File: src/rtl/core/pltt_pkg.sv
// Shared types, widths and codes for the piecewise linear track table.
// No dependencies; every other file in rtl/core but pltt_ram imports this package.
package pltt_pkg;

	localparam int MAX_POINTS_DEF = 1024;
	localparam int FRAC_BITS_DEF  = 16;

	localparam int VAL_W       = 32;          // Q15.16 point values
	localparam int DIFF_W      = 33;          // difference of two values
	localparam int SLOPE_W     = 48;          // signed slope, 2*F fraction bits
	localparam int SLOPE_MAG_W = SLOPE_W - 1; // saturated slope magnitude
	localparam int TERM_W      = 41;          // capped product magnitude
	localparam int NQ          = 5;           // x, y, heading, curvature, width
	localparam int QI_W        = 3;
	localparam int SEG_W       = 10;
	localparam int LIMIT_W     = 31;
	localparam int STATUS_W    = 3;
	localparam int CMD_W       = 2;

	localparam int PT_W        = VAL_W * (NQ + 1); // progress then the values
	localparam int SL_W        = SLOPE_W * NQ;
	localparam int IN_DATA_W   = VAL_W * (NQ + 1);
	localparam int OUT_DATA_W  = ((SEG_W + VAL_W * NQ + 7) / 8) * 8;

	localparam logic [LIMIT_W-1:0] HEADING_LIMIT_RESET = 31'd205887;

	localparam logic [CMD_W-1:0] CMD_CLEAR = 2'd0;
	localparam logic [CMD_W-1:0] CMD_ADD   = 2'd1;
	localparam logic [CMD_W-1:0] CMD_QUERY = 2'd2;

	localparam logic [STATUS_W-1:0] STAT_OK       = 3'd0;
	localparam logic [STATUS_W-1:0] STAT_NONMONO  = 3'd1;
	localparam logic [STATUS_W-1:0] STAT_WIDTH    = 3'd2;
	localparam logic [STATUS_W-1:0] STAT_HEADING  = 3'd3;
	localparam logic [STATUS_W-1:0] STAT_FULL     = 3'd4;
	localparam logic [STATUS_W-1:0] STAT_TOO_FEW  = 3'd5;
	localparam logic [STATUS_W-1:0] STAT_REJECTED = 3'd6;

	typedef enum logic [3:0] {
		S_IDLE,
		S_CHECK,
		S_DIV_GO,
		S_DIV_WAIT,
		S_SLOPE_WR,
		S_SRCH,
		S_SRCH_CMP,
		S_OFFS,
		S_MUL_GO,
		S_MUL_WAIT,
		S_DONE
	} pltt_state_t;

	typedef struct packed {
		logic busy;
		logic done;
	} unit_stat_t;

endpackage

File: src/rtl/core/pltt_mul.sv
// Shift-add multiplier for |slope| * |offset|, scaled down by 2^(2F) and capped.
// Depends on pltt_pkg; one multiplier bit per clock.
module pltt_mul #(
	parameter int FRAC_BITS = pltt_pkg::FRAC_BITS_DEF
) (
	input  logic                             clk,
	input  logic                             arst_n,
	input  logic                             start,
	input  logic [pltt_pkg::SLOPE_MAG_W-1:0] a,
	input  logic [pltt_pkg::DIFF_W-1:0]      b,
	output logic [pltt_pkg::TERM_W-1:0]      mag,
	output pltt_pkg::unit_stat_t             stat
);
	import pltt_pkg::*;

	localparam int PROD_W = SLOPE_MAG_W + DIFF_W;
	localparam int CNT_W  = $clog2(DIFF_W + 1);
	localparam logic [PROD_W-1:0] CAP = PROD_W'(1) << (TERM_W - 1);

	logic [SLOPE_MAG_W-1:0] a_q;
	logic [SLOPE_MAG_W-1:0] p_q;
	logic [DIFF_W-1:0]      b_q;
	logic [CNT_W-1:0]       cnt_q;
	logic                   busy_q;
	logic                   done_q;
	logic [SLOPE_MAG_W:0]   sum;
	logic [PROD_W-1:0]      prod_sh;

	assign sum = {1'b0, p_q} + (b_q[0] ? {1'b0, a_q} : '0);

	always_ff @(posedge clk or negedge arst_n) begin
		if (!arst_n) begin
			busy_q <= 1'b0;
			done_q <= 1'b0;
			cnt_q  <= '0;
		end else begin
			done_q <= 1'b0;
			if (start) begin
				busy_q <= 1'b1;
				cnt_q  <= CNT_W'(DIFF_W);
			end else if (busy_q) begin
				cnt_q <= cnt_q - 1'b1;
				if (cnt_q == CNT_W'(1)) begin
					busy_q <= 1'b0;
					done_q <= 1'b1;
				end
			end
		end
	end

	always_ff @(posedge clk) begin
		if (start) begin
			a_q <= a;
			b_q <= b;
			p_q <= '0;
		end else if (busy_q) begin
			p_q <= sum[SLOPE_MAG_W:1];
			b_q <= {sum[0], b_q[DIFF_W-1:1]};
		end
	end

	assign prod_sh   = {p_q, b_q} >> (2 * FRAC_BITS);
	assign mag       = (prod_sh > CAP) ? CAP[TERM_W-1:0] : prod_sh[TERM_W-1:0];
	assign stat.busy = busy_q;
	assign stat.done = done_q;
endmodule

File: config.mk
export PLATFORM = sky130hd
export DESIGN_NAME = pltt_mul
export DESIGN_NICKNAME = d
export VERILOG_FILES = /design/src/rtl/core/pltt_pkg.sv /design/src/rtl/core/pltt_mul.sv
export SDC_FILE = /design/constraint.sdc
export NUM_CORES = 1
export LEC_CHECK = 0
export ABC_CLOCK_PERIOD_IN_PS = 4760
export BUFFER_PORTS_ARGS = -buffer_cell sky130_fd_sc_hd__buf_2
export CAP_MARGIN = 25
export CELL_PAD_IN_SITES_DETAIL_PLACEMENT = 1
export CELL_PAD_IN_SITES_GLOBAL_PLACEMENT = 1
export CORE_MARGIN = 4
export CORE_UTILIZATION = 35
export CTS_BUF_LIST = sky130_fd_sc_hd__clkbuf_8
export DETAILED_ROUTE_END_ITERATION = 16
export PLACE_DENSITY_LB_ADDON = 0.1
export REMOVE_ABC_BUFFERS = 1
export SLEW_MARGIN = 10
export SYNTH_ARGS = -nofsm -noshare
export SYNTH_HDL_FRONTEND = slang
export SYNTH_SLANG_ARGS = --single-unit
File: constraint.sdc
create_clock -name clk -period 4.76 [get_ports clk]
set_clock_uncertainty 0.15 [all_clocks]
set_input_delay 0.238 -clock clk [delete_from_list [all_inputs] [get_ports clk]]
set_output_delay 0.238 -clock clk [all_outputs]
set_load 0.02 [all_outputs]
### Word-level counts from Yosys, hierarchy flattened

Index checks and enable logic that the tools add are counted.
Widths: inputs -> output; s select.

* equality and inequality tests: 1
* reductions and logical operators: 1
* muxes and demuxes: 12
* $lt $le $gt $ge: 1
* add/subtract/negate cells: 2

Operator list (number)
* $mux 33: 2
* $add 47x47->48: 1
* $gt 48x41->1 const B: 1
* $mux 47: 1
* $mux 41: 1
* $mux 6: 2
* $eq 6x1->1 const B: 1
* $mux 1: 6
* $sub 6x1->6 const B: 1
* $reduce_bool 2->1: 1

* bits in registers: 135
* output and inout port bits: 43
* word-level logic and storage cells: 23
* bits of input ports: 83

### Longest topological paths before layout

* depth in word-level cells: 4
* mapped depth: 14
* mapped depth without buffers: 12

### Worst setup path before layout

Ideal clock, no wire load.

* path type: register to register
* start point: register b_q[0]
* end point: register p_q[44]
* data arrival time: 3063 ps
* buffers on the path: 3
* setup time: 117 ps
* slack: 1430 ps
* clock period less this slack: 3330 ps
* required time: 4493 ps
* cell stages (with the launch flop): 15
* cell sequence: edfxtp_1 > clkbuf_1 > clkbuf_1 > and2_1 > ha_1 > buf_2 > a21oi_1 > o21ai_0 > a221o_1 > a221o_1 > a221oi_2 > o221ai_1 > a21oi_2 > xnor2_1 > a22o_1

* word-level cells in the longest chain between the ends: 2

RTL lines
* start, declared: RTL line pltt_mul.sv:22 `logic [DIFF_W-1:0] b_q;`
* start signal, assigned: RTL line pltt_mul.sv:58 `b_q <= {sum[0], b_q[DIFF_W-1:1]};`
* $mux 47: RTL line pltt_mul.sv:29 `assign sum = {1'b0, p_q} + (b_q[0] ? {1'b0, a_q} : '0);`
* $add 47x47->48: RTL line pltt_mul.sv:29
* end signal, assigned: RTL line pltt_mul.sv:57 `p_q <= sum[SLOPE_MAG_W:1];`
* end, declared: RTL line pltt_mul.sv:21 `logic [SLOPE_MAG_W-1:0] p_q;`

Every way passes these cells.
A chain may end at the register's enable or synchronous reset.

### Worst setup path in the final report

* start point: register p_q[39]
* end point: output port mag[7] (netlist name)

* word-level cells in the longest chain between the ends: 2

RTL lines
* $gt 48x41->1: RTL line pltt_mul.sv:63 `assign mag = (prod_sh > CAP) ? CAP[TERM_W-1:0] : prod_sh[TERM_W-1:0];`
* $mux 41: RTL line pltt_mul.sv:63
* end, declared: RTL line pltt_mul.sv:11 `output logic [pltt_pkg::TERM_W-1:0] mag,`

Every way passes these cells.

==> impl_metrics.tcl <==
set metrics [dict create \
    run_status "complete, no violations" \
    critPathRequiredTime_ps 4370 \
    yosys_warnings 0 \
    first_pass_iters 5 \
    post_layout_nonfiller_instances 1286 \
    synth_seq_cells 135 \
    slew_viol_final 0 \
    max_stage_delay_ps 640 \
    dp_slack_ps 976 \
    pin_count 126 \
    wirelength_um 24100 \
    path_cells "nor4b_1 -> nand4_1 -> nor2_1 -> nand4_1 -> a21oi_2 -> buf_4 -> and2_1 -> buf_2" \
    p_total_mw 5.46 \
    hold_buffers 82 \
    endpoint_kind "primary output" \
    endpoint "mag[7]" \
    vdd_ir_drop_max_uv 195 \
    path_class "reg2out" \
    grt_usage 0.189 \
    holdCritPathClass "in2reg" \
    clk_latency_ps 460 \
    grt_pass1_vias 7229 \
    port_buffers 125 \
    area.growth.synth_to_final_pct 26.0 \
    routedWlPerCell_um 18.7 \
    die_h_um 160 \
    cts_resized 0 \
    synthFlopType "edfxtp_1" \
    path_buf_inv 2 \
    antenna_found_initial 0 \
    cp_slowest_cell "nor4b_1" \
    fp-row-count 55 \
    place_hpwl_um 17100 \
    dp.cells 1172 \
    tightest_slew_ps 936 \
    reg2reg_from "b_q[0]" \
    timing.rr.end "p_q[29]" \
    path_depth 8 \
    syn_area_per_cell_um2 10.2 \
    diodes 0 \
    clock_sinks 135 \
    crit_arrival_ps 3530 \
    ctsRootBufferMaster "clkbuf_8" \
    ctsLongestPathBuffers 2 \
    ys_seq_area_frac 0.439 \
    path_max_fanout 28 \
    grt_setup_unrepaired "no" \
    drc_errors 0 \
    worstRegToRegCells 13 \
    crit_family "simple AND/OR/NAND/NOR gates" \
    gp_congestion 0.866 \
    dieWidth_um 160 \
    max_freq_mhz 255 \
    clk_pin_slew_ps 100 \
    tns_ps 0 \
    power.leakage_nw 4.51 \
    fin_nets 1121 \
    synth_edf_count 80 \
    synth_cells 795 \
    r2r_slack_ps 930 \
    async_flop_share 0.0593 \
    numCtsBuffers 17 \
    fin_crit_sh 0.822 \
    period_minus_slack_ps 3910 \
    grt_max_degree 74 \
    cp-startpoint "p_q[39]" \
    core_area_um2 22700 \
    startpoint_type "register" \
    cts_tree "yes" \
    hold_violations 0 \
    maxCapViolCount 0 \
    postCtsSetupBuffers 0 \
    htreeDepth 4 \
    start_util 0.356 \
    drive_above_1_share 0.211 \
    power.density_nw_per_um2 537 \
    grt_overflow_total 0 \
    grt_pass1_wl_um 39200 \
    dieArea_um2 25600 \
    postRouteAntennaNets 0 \
    dr_total_vias 6740 \
    setup_viol 0 \
    timing.final.ws_setup_ps 845 \
    cpMostUsedCell "nand4_1" \
    synth_cell_types 63 \
    relSlewSlack 0.375 \
    drt_iter0_markers 331 \
    avgViaCountPerCell 5.24 \
    netlist_area_um2 8080 \
]
## cells in the mapped netlist (4+ instances only)
library cell  instances  area, um2
mux2_2               33        372
xnor2_1              27        236
or3_1                 4       25.0
a211oi_1             10       75.1
nand2_1              47        176
a21o_1               24        180
o21a_1                4       30.0
edfxtp_1             80       2400
clkbuf_1             30        113
and3_1                6       37.5
xor2_1               16        140
a31oi_1               7       43.8
nor2_1               46        173
buf_1                 4       15.0
o21bai_1              6       45.0
nand3_1              14       70.1
dfrtp_1               8        200
nor2b_1               4       25.0
a22o_1               25        219
ha_1                 49        613
mux2i_1              12        120
o21ai_0              30        150
a21oi_1              58        290
nor4_1                9       56.3
nand4_1              11       68.8
dfxtp_1              47        941
inv_1                12       45.0
a211o_1               4       35.0
and2_1               92        576
nor3_1               17       85.1
## how the worst min path moves through the flow
stage,from,end,cells past startpoint
final,start,cnt_q[3],2
after global routing,start,cnt_q[4],2
after CTS,start,cnt_q[3],2
after detailed placement,arst_n,done_q,1
after global placement,arst_n,done_q,1
after floorplan,arst_n,busy_q,0
## per-stage QoR
step / utilization / hold slack [ps] / instance area, um2
final: 0.448 / 254 / 10200
after global routing: 0.448 / 282 / 10200
after CTS: 0.448 / 242 / 10200
after detailed placement: 0.395 / -58.9 / 8970
after global placement: 0.395 / -63.2 / 8970
after floorplan: - / -208 / 7920
## layer usage
| layer | up-vias | routed length (um) | track usage |
|---|---|---|---|
| li1 | 3329 | - | - |
| met1 | 3270 | 11700 | 0.260 |
| met2 | 128 | 11200 | 0.311 |
| met3 | 13 | 965 | 0.0397 |
| met4 | 0 | 173 | 0.0368 |
| met5 | - | 0 | 0 |
## logic make-up after synthesis
logic type      share of synthesized area
simple gates                        0.178
xor+xnor                           0.0466
mux                                0.0609
fa+ha+maj                          0.0784
buf+inv                            0.0251
flops                               0.439
compound gates                      0.173
## state kept, by name (all words and copies together), names as in the netlist
signal  cells
a_q        47
b_q        33
busy_q      1
cnt_q       6
done_q      1
p_q        47
## layout make-up
class	count	area (um2)
fill	2558	12500
clock buffer	17	234
inverter	12	45.0
timing repair buffer	213	1490
tap	285	357
clock inverter	15	155
sequential	135	3540
multi-input combinational	609	4350
## placed cells by master, fill, tap and decap left out, types with 17 or more instances in the layout
| master | n |
|---|---|
| xnor2_1 | 27 |
| nor3_1 | 17 |
| a21oi_1 | 57 |
| a21o_1 | 24 |
| mux2_2 | 33 |
| nand2_1 | 47 |
| nor2_1 | 45 |
| ha_1 | 49 |
| clkbuf_8 | 17 |
| edfxtp_1 | 80 |
| and2_1 | 92 |
| a22o_1 | 25 |
| dfxtp_1 | 47 |
| o21ai_0 | 30 |
| buf_2 | 124 |
| dlygate4sd3_1 | 82 |
## report_power, final
group | internal (mW) | switching, mW | leakage (nW)
Clock | 0.435 | 0.551 | 0.193
Sequential | 1.57 | 0.293 | 1.29
Combinational | 1.07 | 1.55 | 3.02
Total | 3.07 | 2.39 | 4.51
Note: power is estimated with default switching activity, not from simulation.
