**src/rtl/core/pltt_pkg.sv**
```systemverilog
// Shared types, widths and codes for the piecewise linear track table.
// No dependencies; every other file in rtl/core but pltt_ram imports this package.
package pltt_pkg;

	localparam int MAX_POINTS_DEF = 1024;
	localparam int FRAC_BITS_DEF  = 16;

	localparam int VAL_W       = 32;          // Q15.16 point values
	localparam int DIFF_W      = 33;          // difference of two values
	localparam int SLOPE_W     = 48;          // signed slope, 2*F fraction bits
	localparam int SLOPE_MAG_W = SLOPE_W - 1; // saturated slope magnitude
	localparam int TERM_W      = 41;          // capped product magnitude
	localparam int NQ          = 5;           // x, y, heading, curvature, width
	localparam int QI_W        = 3;
	localparam int SEG_W       = 10;
	localparam int LIMIT_W     = 31;
	localparam int STATUS_W    = 3;
	localparam int CMD_W       = 2;

	localparam int PT_W        = VAL_W * (NQ + 1); // progress then the values
	localparam int SL_W        = SLOPE_W * NQ;
	localparam int IN_DATA_W   = VAL_W * (NQ + 1);
	localparam int OUT_DATA_W  = ((SEG_W + VAL_W * NQ + 7) / 8) * 8;

	localparam logic [LIMIT_W-1:0] HEADING_LIMIT_RESET = 31'd205887;

	localparam logic [CMD_W-1:0] CMD_CLEAR = 2'd0;
	localparam logic [CMD_W-1:0] CMD_ADD   = 2'd1;
	localparam logic [CMD_W-1:0] CMD_QUERY = 2'd2;

	localparam logic [STATUS_W-1:0] STAT_OK       = 3'd0;
	localparam logic [STATUS_W-1:0] STAT_NONMONO  = 3'd1;
	localparam logic [STATUS_W-1:0] STAT_WIDTH    = 3'd2;
	localparam logic [STATUS_W-1:0] STAT_HEADING  = 3'd3;
	localparam logic [STATUS_W-1:0] STAT_FULL     = 3'd4;
	localparam logic [STATUS_W-1:0] STAT_TOO_FEW  = 3'd5;
	localparam logic [STATUS_W-1:0] STAT_REJECTED = 3'd6;

	typedef enum logic [3:0] {
		S_IDLE,
		S_CHECK,
		S_DIV_GO,
		S_DIV_WAIT,
		S_SLOPE_WR,
		S_SRCH,
		S_SRCH_CMP,
		S_OFFS,
		S_MUL_GO,
		S_MUL_WAIT,
		S_DONE
	} pltt_state_t;

	typedef struct packed {
		logic busy;
		logic done;
	} unit_stat_t;

endpackage

```
**src/rtl/core/pltt_div.sv**
```systemverilog
// Bit-serial restoring divider: floor(num * 2^(2F) / den), saturated.
// Depends on pltt_pkg; one quotient bit per clock.
module pltt_div #(
	parameter int FRAC_BITS = pltt_pkg::FRAC_BITS_DEF
) (
	input  logic                            clk,
	input  logic                            arst_n,
	input  logic                            start,
	input  logic [pltt_pkg::DIFF_W-1:0]     num,
	input  logic [pltt_pkg::DIFF_W-1:0]     den,
	output logic [pltt_pkg::SLOPE_MAG_W-1:0] quot,
	output pltt_pkg::unit_stat_t            stat
);
	import pltt_pkg::*;

	localparam int DVD_W = DIFF_W + 2 * FRAC_BITS;
	localparam int CNT_W = $clog2(DVD_W + 1);

	logic [DVD_W-1:0]       dvd_q;
	logic [DIFF_W-1:0]      den_q;
	logic [DIFF_W-1:0]      rem_q;
	logic [SLOPE_MAG_W-1:0] quot_q;
	logic                   ovf_q;
	logic [CNT_W-1:0]       cnt_q;
	logic                   busy_q;
	logic                   done_q;
	logic [DIFF_W-1:0]      trial;
	logic                   ge;

	// remainder stays below den <= 2^32, so its top bit is always clear
	assign trial = {rem_q[DIFF_W-2:0], dvd_q[DVD_W-1]};
	assign ge    = trial >= den_q;

	always_ff @(posedge clk or negedge arst_n) begin
		if (!arst_n) begin
			busy_q <= 1'b0;
			done_q <= 1'b0;
			cnt_q  <= '0;
		end else begin
			done_q <= 1'b0;
			if (start) begin
				busy_q <= 1'b1;
				cnt_q  <= CNT_W'(DVD_W);
			end else if (busy_q) begin
				cnt_q <= cnt_q - 1'b1;
				if (cnt_q == CNT_W'(1)) begin
					busy_q <= 1'b0;
					done_q <= 1'b1;
				end
			end
		end
	end

	always_ff @(posedge clk) begin
		if (start) begin
			dvd_q  <= {num, {(2 * FRAC_BITS){1'b0}}};
			den_q  <= den;
			rem_q  <= '0;
			quot_q <= '0;
			ovf_q  <= 1'b0;
		end else if (busy_q) begin
			dvd_q  <= {dvd_q[DVD_W-2:0], 1'b0};
			rem_q  <= ge ? trial - den_q : trial;
			ovf_q  <= ovf_q | quot_q[SLOPE_MAG_W-1];
			quot_q <= {quot_q[SLOPE_MAG_W-2:0], ge};
		end
	end

	assign quot      = ovf_q ? '1 : quot_q;
	assign stat.busy = busy_q;
	assign stat.done = done_q;
endmodule

```
**config.mk**
```make
export PLATFORM = sky130hd
export DESIGN_NAME = pltt_div
export DESIGN_NICKNAME = d
export VERILOG_FILES = /design/src/rtl/core/pltt_pkg.sv /design/src/rtl/core/pltt_div.sv
export SDC_FILE = /design/constraint.sdc
export NUM_CORES = 1
export LEC_CHECK = 0
export ABC_AREA = 1
export BUFFER_PORTS_ARGS = -buffer_cell sky130_fd_sc_hd__buf_4
export CAP_MARGIN = 10
export CORE_MARGIN = 2
export CORE_UTILIZATION = 53
export CTS_CLUSTER_SIZE = 16
export DETAILED_ROUTE_END_ITERATION = 12
export PLACE_DENSITY = 0.84
export SKIP_CTS_REPAIR_TIMING = 1
export SLEW_MARGIN = 25
export SYNTH_ARGS = -nofsm -noshare
export SYNTH_HDL_FRONTEND = slang
export SYNTH_SLANG_ARGS = --single-unit
```
**constraint.sdc**
```tcl
create_clock -name clk -period 2.1 [get_ports clk]
set_input_delay 0.42 -clock clk [delete_from_list [all_inputs] [get_ports clk]]
set_output_delay 0.42 -clock clk [all_outputs]
set_load 0.01 [all_outputs]
```
* Word level (Yosys, flattened, before mapping)
Cells that the tools add are included.
** Operators by class
- Add/subtract/negate cells :: 2
- Magnitude comparators :: 1
- Equal/unequal tests :: 1
- Multiplexer cells :: 12
- Bitwise operators :: 1
- Reduce and logical (&&, ||, !) cells :: 1
** Operators with widths (count)
- 65-bit two-way mux :: 2
- 47-bit two-way mux :: 1
- 33-bit >= comparator :: 1
- 32-bit two-way mux :: 1
- 32-bit subtractor :: 1
- 7-bit two-way mux :: 2
- 7-bit by 1-bit equality test with 1-bit output (second input constant) :: 1
- 7-bit by 1-bit subtractor with 7-bit output (second input constant) :: 1
- 1-bit two-way mux :: 6
- 2-bit nonzero test :: 1
- 1-bit OR :: 1
** Storage, ports and cells
- Flip-flop bits (word level) :: 155
- Bits of input ports :: 69
- Output and inout bits :: 49
- Word-level logic and storage cells :: 26

* Logic depth before layout (Yosys ltp)
Gate-level depths: netlist (run 1).
- Word-level depth :: 4
- Mapped depth :: 17
- Depth with buffers taken out :: 16

* Worst setup path before layout (run 1)
Ideal clock, no wire load.
- Path kind :: input to register
- From :: in start
- To :: reg dvd_q[32], enable pin
- Setup time :: 0.411 ns
- Data arrival time :: 1.905 ns
- Data required time :: 1.689 ns
- Setup slack :: -0.215 ns
- Cell stages on the path :: 4
- Path buffers :: 2
- Cell sequence :: buf_2 nor2_1 inv_1 clkbuf_1
** Between the ends
- Word-level cells in the longest chain between the ends :: 1
** RTL lines
- start: declaration :: RTL line pltt_div.sv:8 : input logic start,
- 2-bit nonzero test (no source line)
- end signal: assignment :: RTL line pltt_div.sv:56 : dvd_q <= {num, {(2 * FRAC_BITS){1'b0}}};
- end signal: assignment :: RTL line pltt_div.sv:62 : dvd_q <= {dvd_q[DVD_W-2:0], 1'b0};
- end: declaration :: RTL line pltt_div.sv:19 : logic [DVD_W-1:0] dvd_q;
No other way between the ends.
A chain may end at the register's enable or synchronous reset.

* Worst setup path after layout (run 1)
- From :: reg den_q[8]
- To :: reg rem_q[6]
** Between the ends
- Word-level cells in the longest chain between the ends :: 2
** RTL lines
- start: declaration :: RTL line pltt_div.sv:20 : logic [DIFF_W-1:0] den_q;
- start signal: assignment :: RTL line pltt_div.sv:57 : den_q <= den;
- 33-bit >= comparator :: RTL line pltt_div.sv:32 : assign ge = trial >= den_q;
- 32-bit two-way mux :: RTL line pltt_div.sv:63 : rem_q <= ge ? trial - den_q : trial;
- end signal: assignment :: RTL line pltt_div.sv:63
- end: declaration :: RTL line pltt_div.sv:21 : logic [DIFF_W-1:0] rem_q;
No other way between the ends.

==> results of run 1 <==
-- logic make-up after synthesis --
group                    synth area share, %
AO/OA/AOI/OAI                           5.13
AND/OR/NAND/NOR                         33.1
flip-flops                              43.3
XOR/XNOR                                1.49
adder cells (fa/ha/maj)                 5.20
buffers and inverters                   11.8
-- layout make-up --
cell class	instances	area, um2
repair buffers	198	1580
inverters	220	826
multi-input cells	773	4530
clock inverters	15	174
clock buffers	17	425
well taps	220	275
fillers	1222	4790
diodes	1	2.50
flip-flops and latches	155	3810
-- state kept, by name, summed over array words and instances, names as in the netlist --
| signal | flops |
|---|---|
| den_q | 33 |
| rem_q | 32 |
| dvd_q | 33 |
| cnt_q | 7 |
| busy_q | 1 |
| quot_q | 47 |
| done_q | 1 |
| ovf_q | 1 |
-- stage by stage --
stage / setup WS [ps] / setup TNS, ps / instance area (um2) / total power, mW / cells
2_1_floorplan: 218 / 0 / 8810 / 4.00 / 1184
3_3_place_gp: -80.3 / -876 / 10300 / 4.30 / 1558
3_5_place_dp: -111 / -1750 / 10300 / 4.34 / 1558
4_1_cts: -144 / -2460 / 10900 / 7.46 / 1590
5_1_grt: -46.6 / -885 / 11600 / 7.86 / 1598
6_report: 54.0 / 0 / 11600 / 7.59 / 1599
-- layer usage --
metal	vias to the layer above	global-route usage (%)	part of all wire, %	routed length, um
li1	4041	-	-	-
met1	3730	30.8	41	9400
met2	257	41.8	49	11300
met3	45	7.47	7.1	1630
met4	0	8.06	2.4	544
met5	-	0	0	0
-- power by group through the flow --
stage          Clock [mW]  Sequential (mW)  Combinational [mW]
2_1_floorplan           0             3.44               0.555
3_3_place_gp            0             3.45               0.847
3_5_place_dp            0             3.46               0.873
4_1_cts              3.18             3.40               0.882
5_1_grt              3.30             3.42                1.14
6_report             3.14             3.40                1.04
-- synth_stat cells, types with 14 or more instances --
cell type    n  area [um2]
nand2_1    447        1680
o22ai_1     48         300
ha_1        35         438
nand3b_1    14         105
nand3_2     22         220
nor2_1      42         158
nand2_2     32         200
inv_1      212         796
a21oi_1     22         110
edfxtp_1    66        1980
xor2_1      14         123
dfxtp_1     80        1600
nand3_1     59         295
clkbuf_1    23        86.3
-- final timing paths --
| check | from | endpoint | slack, ps | depth (start not counted) |
|---|---|---|---|---|
| min reg2reg | rem_q[31] | rem_q[31] | 460 | 2 |
| max reg2reg | den_q[8] | rem_q[6] | 50 | 14 |
| min | den[1] | den_q[1] | 160 | 1 |
| min in group asynchronous | arst_n | cnt_q[3] | 360 | 2 |
| max | den_q[8] | rem_q[6] | 50 | 14 |
| max in group asynchronous | arst_n | cnt_q[0] | 1590 | 2 |
==> out/qor.yml, run 1 <==
status: "finished, final reports clean"
powerDensity_nw_per_um2: 653
final_util_pct: 70.8
layout_common_cells: "nand2_1 (413), inv_1 (202), buf_4 (187), dfxtp_1 (80), edfxtp_1 (66)"
synth_ff_type: "dfxtp_1"
first_pass_iters: 5
overflow: 0
clock_power_share_pct: 41.4
syn-num-nets: 1289
syn2layout_area_growth_pct: 32.0
clock_latency_ps: 430
p_leak_nw: 6.16
crit_chain: "inv_1, ha_4, nand2_2, nor2_2, nand2_2, nor2_4, nand3_2, nand3_4, nor2_8, nand2_8, nor2_4, buf_12, nand2_2, nand3_2"
drv_slew: 0
grt_pass1_wl_mm: 35.4
path_buf_inv: 2
synth-edff-count: 66
critical_path_class: "reg -> reg"
worst_ep_required_time_ps: 2420
tightest_slew_ps: 488
syn_area_per_cell_um2: 7.44
hold_ws_ps: 160
gp_congestion: 0.948
drt-total-wl_mm: 22.9
cts-htree-levels: 4
critPathMaxStageDelay_ps: 330
grt_max_degree: 82
setup_viol: 0
fmax_mhz: 489
nets: 1470
cp-start-kind: "flop"
peakVddDrop_uv: 799
critical_path.top_delay_family: "simple AND/OR/NAND/NOR gates"
cellInternalPower_mw: 5.48
arrival_ps: 2360
die_h_um: 133
numPortBuffers: 117
path_clk_slew_ps: 70
critPathSlowestCell: "edfxtp_1"
cpMostUsedCell: "nand2_2"
cts_sinks: 155
via_per_inst: 5.05
slew_headroom_pct: 67.5
antenna_found_initial: 1
vias: 8073
drive_gt1_share_pct: 29.0
layout_min_cycle_time_ps: 2050
finClkSkew_ps: 6.07
grtUsageTotal_pct: 24.9
num_rows: 47
switching_share_pct: 27.8
yosysWarnings: 0
hold_viol: 0
root_buffer: "clkbuf_16"
syn_area_um2: 8800
die_w_um: 133
clockBufferDepth: 2
layout_commonest_cell: "nand2_1"
min_path_type: "in -> reg"
worst-path-max-fanout: 12
synth_seq_cells: 155
first_global_vias: 7638
yosys.cell_types.count: 39
cts_tree: "yes"
numCtsBuffers: 17
die-area_um2: 17700
initial_core_util_pct: 53.7
ant_nets: 0
place_hpwl_mm: 15.4
pwr-share-seq_pct: 44.9
post-route-drc-count: 0
yosysSeqAreaShare_pct: 43.3
min_period_over_period_pct: 97.4
maxCapViolCount: 0
p_sw_mw: 2.11
crit_path_end_kind: "flop"
pwr-share-comb_pct: 13.7
wl_per_cell_um: 14.3
core_area_um2: 16400
async_flop_share_pct: 5.81
drt_iter0_drc: 488
syn_inst: 1184
ios: 118
(Power assumes the default switching activity.)
==> run 2, diff against run 1 <==
- PLACE_DENSITY: 0.84 -> 0.77
==> run 2 against run 1 <==
Effect of this change:
- register-to-register slack got worse by 40 ps
- total power rose by 2.8%
- routed wire length fell by 0.55%
- via count barely moved
- die area did not move
- final cell count rose by 1.2%
- largest cell class unchanged
- highest routed layer unchanged
==> out/qor.yml, run 2 (synthesis results as in run 1) <==
drt-total-wl_mm: 22.8  # was 22.9 mm
diodes: 0  # was 1
hold_viol: 0  # unchanged
path_buf_inv: 4  # was 2
antenna_found_initial: 0  # was 1
r2r_start: "den_q[26]"  # was den_q[8]
cts_sinks: 155  # unchanged
worst-path-max-fanout: 6  # was 12
clock_latency_ps: 430  # about the same
crit_start: "den_q[26]"  # was den_q[8]
via_per_inst: 4.99  # was 5.05
die-area_um2: 17700  # unchanged
place_hpwl_mm: 15.5  # was 15.4 mm
powerDensity_nw_per_um2: 660  # was 653 nW/um2
die_w_um: 133  # unchanged
critPathMaxStageDelay_ps: 340  # was 330 ps
cp-start-kind: "flop"  # unchanged
post-route-drc-count: 0  # unchanged
p_total_mw: 7.80  # was 7.59 mW
p_leak_nw: 6.33  # was 6.16 nW
met1Wirelength_mm: 9.70  # was 9.40 mm
status: "finished, final reports clean"  # unchanged
die_h_um: 133  # unchanged
crit_chain: "inv_2, ha_4, buf_4, nand2_4, nor2_4, inv_4, nor3_4, nand2_2, nand3_4, nor2_8, nand2_8, nor2_4, clkbuf_16, nand2_2, nand3_2"  # was inv_1, ha_4, nand2_2, nor2_2, nand2_2, nor2_4, nand3_2, nand3_4, nor2_8, nand2_8, nor2_4, buf_12, nand2_2, nand3_2
grt_setup_unrepaired: "yes"
peakVddDrop_uv: 573  # was 799 uV
first_pass_iters: 8  # was 5
reg.largest.list: "quot_q x47, den_q x33, dvd_q x33"  # unchanged
grtUsageTotal_pct: 24.8  # was 24.9%
numCtsBuffers: 17  # unchanged
worst_r2r_path_depth: 15  # was 14
r2r_end: "rem_q[9]"  # was rem_q[6]
arrival_ps: 2410  # was 2360 ps
maxCapViolCount: 0  # unchanged
initial_core_util_pct: 53.7  # unchanged
first_global_vias: 7626  # was 7638
top_register: "quot_q"  # unchanged
dp.cells: 1574  # was 1558
drv_slew: 0  # unchanged
crit_path_end_kind: "flop"  # unchanged
setup_viol: 0  # unchanged
critPathSlowestCell: "edfxtp_1"  # unchanged
drive_gt1_share_pct: 30.0  # was 29.0%
hold_ws_ps: 163  # was 160 ps
n_fill_cell: 1246  # was 1222
fmax_mhz: 480  # was 489 MHz
nets: 1490  # was 1470
slew_headroom_pct: 66.6  # was 67.5%
finClkSkew_ps: 8.63  # was 6.07 ps
tightest_slew_ps: 500  # was 488 ps
wl_met2_mm: 11.1  # was 11.3 mm
num_rows: 47  # unchanged
wl_per_cell_um: 14.1  # was 14.3 um
overflow: 0  # unchanged
route.met3.wl_mm: 1.40  # was 1.63 mm
cts-htree-levels: 4  # unchanged
critical_path_class: "reg -> reg"  # unchanged
min_period_over_period_pct: 99.3  # was 97.4%
top_layer_used: "met4"  # unchanged
worst_ep_required_time_ps: 2420  # about the same
r2r_slack_ps: 10  # was 50 ps
layout_commonest_cell: "nand2_1"  # unchanged
vias: 8079  # was 8073
largest_reg_flops: 47  # unchanged
drt_iter0_drc: 382  # was 488
numPortBuffers: 117  # unchanged
ios: 118  # unchanged
cts_tree: "yes"  # unchanged
core_area_um2: 16400  # unchanged
path_clk_slew_ps: 70  # about the same
critical_path.top_delay_family: "simple AND/OR/NAND/NOR gates"  # unchanged
setup_tns_ps: 0  # unchanged
root_buffer: "clkbuf_16"  # unchanged
layout_min_cycle_time_ps: 2090  # was 2050 ps
grt_max_degree: 49  # was 82
min_path_type: "in -> reg"  # unchanged
clockBufferDepth: 2  # unchanged
gp_congestion: 0.943  # was 0.948
syn2layout_area_growth_pct: 34.3  # was 32.0%
crit_cells: 15  # was 14
final-instance-count-excl-fill: 1618  # was 1599
ant_nets: 0  # unchanged
layout_common_cells: "nand2_1 (420), buf_4 (206), inv_1 (198), dfxtp_1 (80), edfxtp_1 (66)"  # was nand2_1 (413), inv_1 (202), buf_4 (187), dfxtp_1 (80), edfxtp_1 (66)
worstSetupEndpoint: "rem_q[9]"  # was rem_q[6]
grt_pass1_wl_mm: 35.3  # was 35.4 mm
-- run 2: cell types whose count changed in the layout (fill, tap and decap cells not counted), moves of 3 or more --
| cell | before | now |
|---|---|---|
| inv_1 | 202 | 198 |
| nor2_2 | 9 | 14 |
| nand2_1 | 413 | 420 |
| inv_2 | 17 | 20 |
| nand2_2 | 62 | 54 |
| buf_6 | 4 | 1 |
| buf_4 | 187 | 206 |
-- run 2: layer usage --
| metal | vias up | track usage, % |
|---|---|---|
| met5 | - | 0 |
| met4 | 0 | 8.42 |
| met3 | 52 | 5.90 |
| met2 | 251 | 41.7 |
| met1 | 3698 | 31.5 |
| li1 | 4078 | - |
-- run 2: worst min-delay path by stage --
stage | start | endpoint | slack, ps | depth (start not counted)
3_5_place_dp | arst_n | done_q | 250 | 1
5_1_grt | den[30] | den_q[30] | 150 | 1
6_report | den[18] | den_q[18] | 160 | 1
3_3_place_gp | arst_n | cnt_q[3] | 250 | 1
2_1_floorplan | arst_n | busy_q | 120 | 0
4_1_cts | arst_n | cnt_q[1] | -210 | 1
-- run 2: stage by stage --
step	util, %	worst slack (ps)	instance area, um2
after global routing	72.1	-59.4	11800
after floorplan	-	218	8810
after global placement	63.8	-103	10500
final	72.1	15.0	11800
after detailed placement	63.8	-133	10500
after CTS	67.7	-150	11100
-- run 2: area by class of cell --
class                   count  area (um2)  area share [%]
multi-input cells         774        4540            38.4
flip-flops and latches    155        3810            32.2
repair buffers            217        1740            14.7
inverters                 220         828            7.00
clock buffers              18         450            3.81
well taps                 220         275            2.33
clock inverters            14         184            1.56
-- run 2: where the power goes --
| group | switching, mW | internal [mW] |
|---|---|---|
| sequential | 0.0697 | 3.33 |
| combinational | 0.594 | 0.466 |
| clock | 1.40 | 1.94 |
| total | 2.06 | 5.74 |
==> run 3, diff against run 2 <==
- REMOVE_ABC_BUFFERS: default -> 1
- SETUP_SLACK_MARGIN: default -> 0.2
==> run 3 against run 2 <==
Effect of this change:
- flip-flop and latch count stayed put
- clock power decreased by 6.9%
- via count decreased by 1.2%
- fmax increased by 0.80%
- critical path depth fell by 2
- combinational power about the same
- global-route usage fell by 0.088 points
- largest power group unchanged
- total power fell by 2.8%
- count of clock-buffer cells in the layout up 1
- hold slack lost 9.5 ps
==> out/qor.yml, run 3 (synthesis results as in run 1) <==
r2r_slack_ps: 30  # was 10 ps
place_ws_ps: -146  # was -133 ps
n_fill_cell: 1265  # was 1246
status: "finished, final reports clean"  # unchanged
p_total_mw: 7.58  # was 7.80 mW
worst-path-max-fanout: 7  # was 6
gp_congestion: 0.932  # was 0.943
cp-start-kind: "flop"  # unchanged
worst_ep_required_time_ps: 2430  # was 2420 ps
fmax_mhz: 483  # was 480 MHz
path_clk_slew_ps: 70  # about the same
drv_slew: 0  # unchanged
overflow: 0  # unchanged
crit_start: "den_q[28]"  # was den_q[26]
grtUsageTotal_pct: 24.7  # was 24.8%
diodes: 0  # unchanged
num_rows: 47  # unchanged
grt_setup_unrepaired: "yes"  # unchanged
place_hpwl_mm: 15.2  # was 15.5 mm
min_path_type: "in -> reg"  # unchanged
drt-total-wl_mm: 22.7  # was 22.8 mm
powerDensity_nw_per_um2: 645  # was 660 nW/um2
setup_slack_ps: 31.5  # was 15.0 ps
p_leak_nw: 6.26  # was 6.33 nW
clockBufferDepth: 2  # unchanged
antenna_found_initial: 0  # unchanged
slew_headroom_pct: 67.2  # was 66.6%
clock_latency_ps: 440  # was 430 ps
arrival_ps: 2390  # was 2410 ps
min_period_over_period_pct: 98.5  # was 99.3%
die-area_um2: 17700  # unchanged
final-instance-count-excl-fill: 1600  # was 1618
initial_core_util_pct: 53.7  # unchanged
via_per_inst: 4.99  # about the same
layout_common_cells: "nand2_1 (399), inv_1 (194), buf_4 (185), dfxtp_1 (80), nand2_2 (70)"  # was nand2_1 (420), buf_4 (206), inv_1 (198), dfxtp_1 (80), edfxtp_1 (66)
ios: 118  # unchanged
hold_ws_ps: 154  # was 163 ps
critical_path_class: "reg -> reg"  # unchanged
path_buf_inv: 4  # unchanged
drt_iter0_drc: 405  # was 382
tightest_slew_ps: 492  # was 500 ps
die_w_um: 133  # unchanged
die_h_um: 133  # unchanged
root_buffer: "clkbuf_16"  # unchanged
maxCapViolCount: 0  # unchanged
post-route-drc-count: 0  # unchanged
final_util_pct: 71.6  # was 72.1%
drive_gt1_share_pct: 30.9  # was 30.0%
wl_per_cell_um: 14.2  # was 14.1 um
numPortBuffers: 117  # unchanged
core_area_um2: 16400  # unchanged
layout_min_cycle_time_ps: 2070  # was 2090 ps
r2r_start: "den_q[28]"  # was den_q[26]
syn2layout_area_growth_pct: 33.5  # was 34.3%
cts_tree: "yes"  # unchanged
nets: 1472  # was 1490
hold_start: "den[26]"  # was den[18]
numCtsBuffers: 17  # unchanged
cts_sinks: 155  # unchanged
grt_max_degree: 49  # unchanged
finClkSkew_ps: 9.58  # was 8.63 ps
top_register: "quot_q"  # unchanged
reg.largest.list: "quot_q x47, den_q x33, dvd_q x33"  # unchanged
cts-htree-levels: 4  # unchanged
crit_chain: "inv_2, ha_4, nand2_4, buf_6, nor2_4, inv_2, nor4_4, nand2_4, nand2_8, nor2_8, buf_6, nand2_2, nand3_2"  # was inv_2, ha_4, buf_4, nand2_4, nor2_4, inv_4, nor3_4, nand2_2, nand3_4, nor2_8, nand2_8, nor2_4, clkbuf_16, nand2_2, nand3_2
dp.cells: 1552  # was 1574
critPathMaxStageDelay_ps: 340  # about the same
vias: 7982  # was 8079
first_pass_iters: 5  # was 8
critical_path.top_delay_family: "simple AND/OR/NAND/NOR gates"  # unchanged
crit_path_end_kind: "flop"  # unchanged
peakVddDrop_uv: 632  # was 573 uV
critPathSlowestCell: "edfxtp_1"  # unchanged
largest_reg_flops: 47  # unchanged
ant_nets: 0  # unchanged
setup_viol: 0  # unchanged
grt_pass1_wl_mm: 35.0  # was 35.3 mm
layout_commonest_cell: "nand2_1"  # unchanged
first_global_vias: 7403  # was 7626
hold_viol: 0  # unchanged
## run 3: cell types whose count changed in the layout (fill, tap and decap cells not counted), moves of 3 or more
cell     before  now
nand3_2      26   29
nand2_4       6   11
inv_1       198  194
nor2_1       33   36
buf_4       206  185
nand2_1     420  399
nand3_1      55   52
nor2_2       14   11
buf_6         1    7
nand2_2      54   70
inv_2        20   25
inv_6         4    1
## run 3: path summary, 6_finish.rpt
| path | endpoint | depth (start not counted) |
|---|---|---|
| max | rem_q[5] | 13 |
| min | den_q[26] | 1 |
| max reg2reg | rem_q[5] | 13 |
| min reg2reg | rem_q[31] | 2 |
| max in group asynchronous | cnt_q[5] | 2 |
| min in group asynchronous | done_q | 2 |
## run 3: cell type report
| type | count | area [um2] | area share [%] |
|---|---|---|---|
| Sequential cell | 155 | 3810 | 32.4 |
| Clock inverter | 13 | 141 | 1.20 |
| Clock buffer | 19 | 464 | 3.95 |
| Tap cell | 220 | 275 | 2.34 |
| Multi-Input combinational cell | 773 | 4610 | 39.3 |
| Inverter | 220 | 826 | 7.03 |
| Timing Repair Buffer | 200 | 1620 | 13.8 |
## run 3: power by group
group	leakage, nW	internal (mW)	switching [mW]	total (mW)
registers	1.44	3.33	0.0720	3.40
logic	4.52	0.465	0.602	1.07
clock network	0.300	1.69	1.42	3.11
## run 3: metrics by stage
stage,TNS (ps),cell area (um2)
floorplan,-126640,8590
global placement,-2110,10300
detailed placement,-3380,10300
CTS,-3820,10900
global route,-855,11800
finish,0,11800
## run 3: routing by layer
layer  part of all wire, %  track usage [%]  up-vias
met5                     0                0        -
met4                   1.8             8.06        0
met3                   6.8             6.59       32
met2                    48             40.2      229
met1                    43             32.2     3688
li1                      -                -     4033
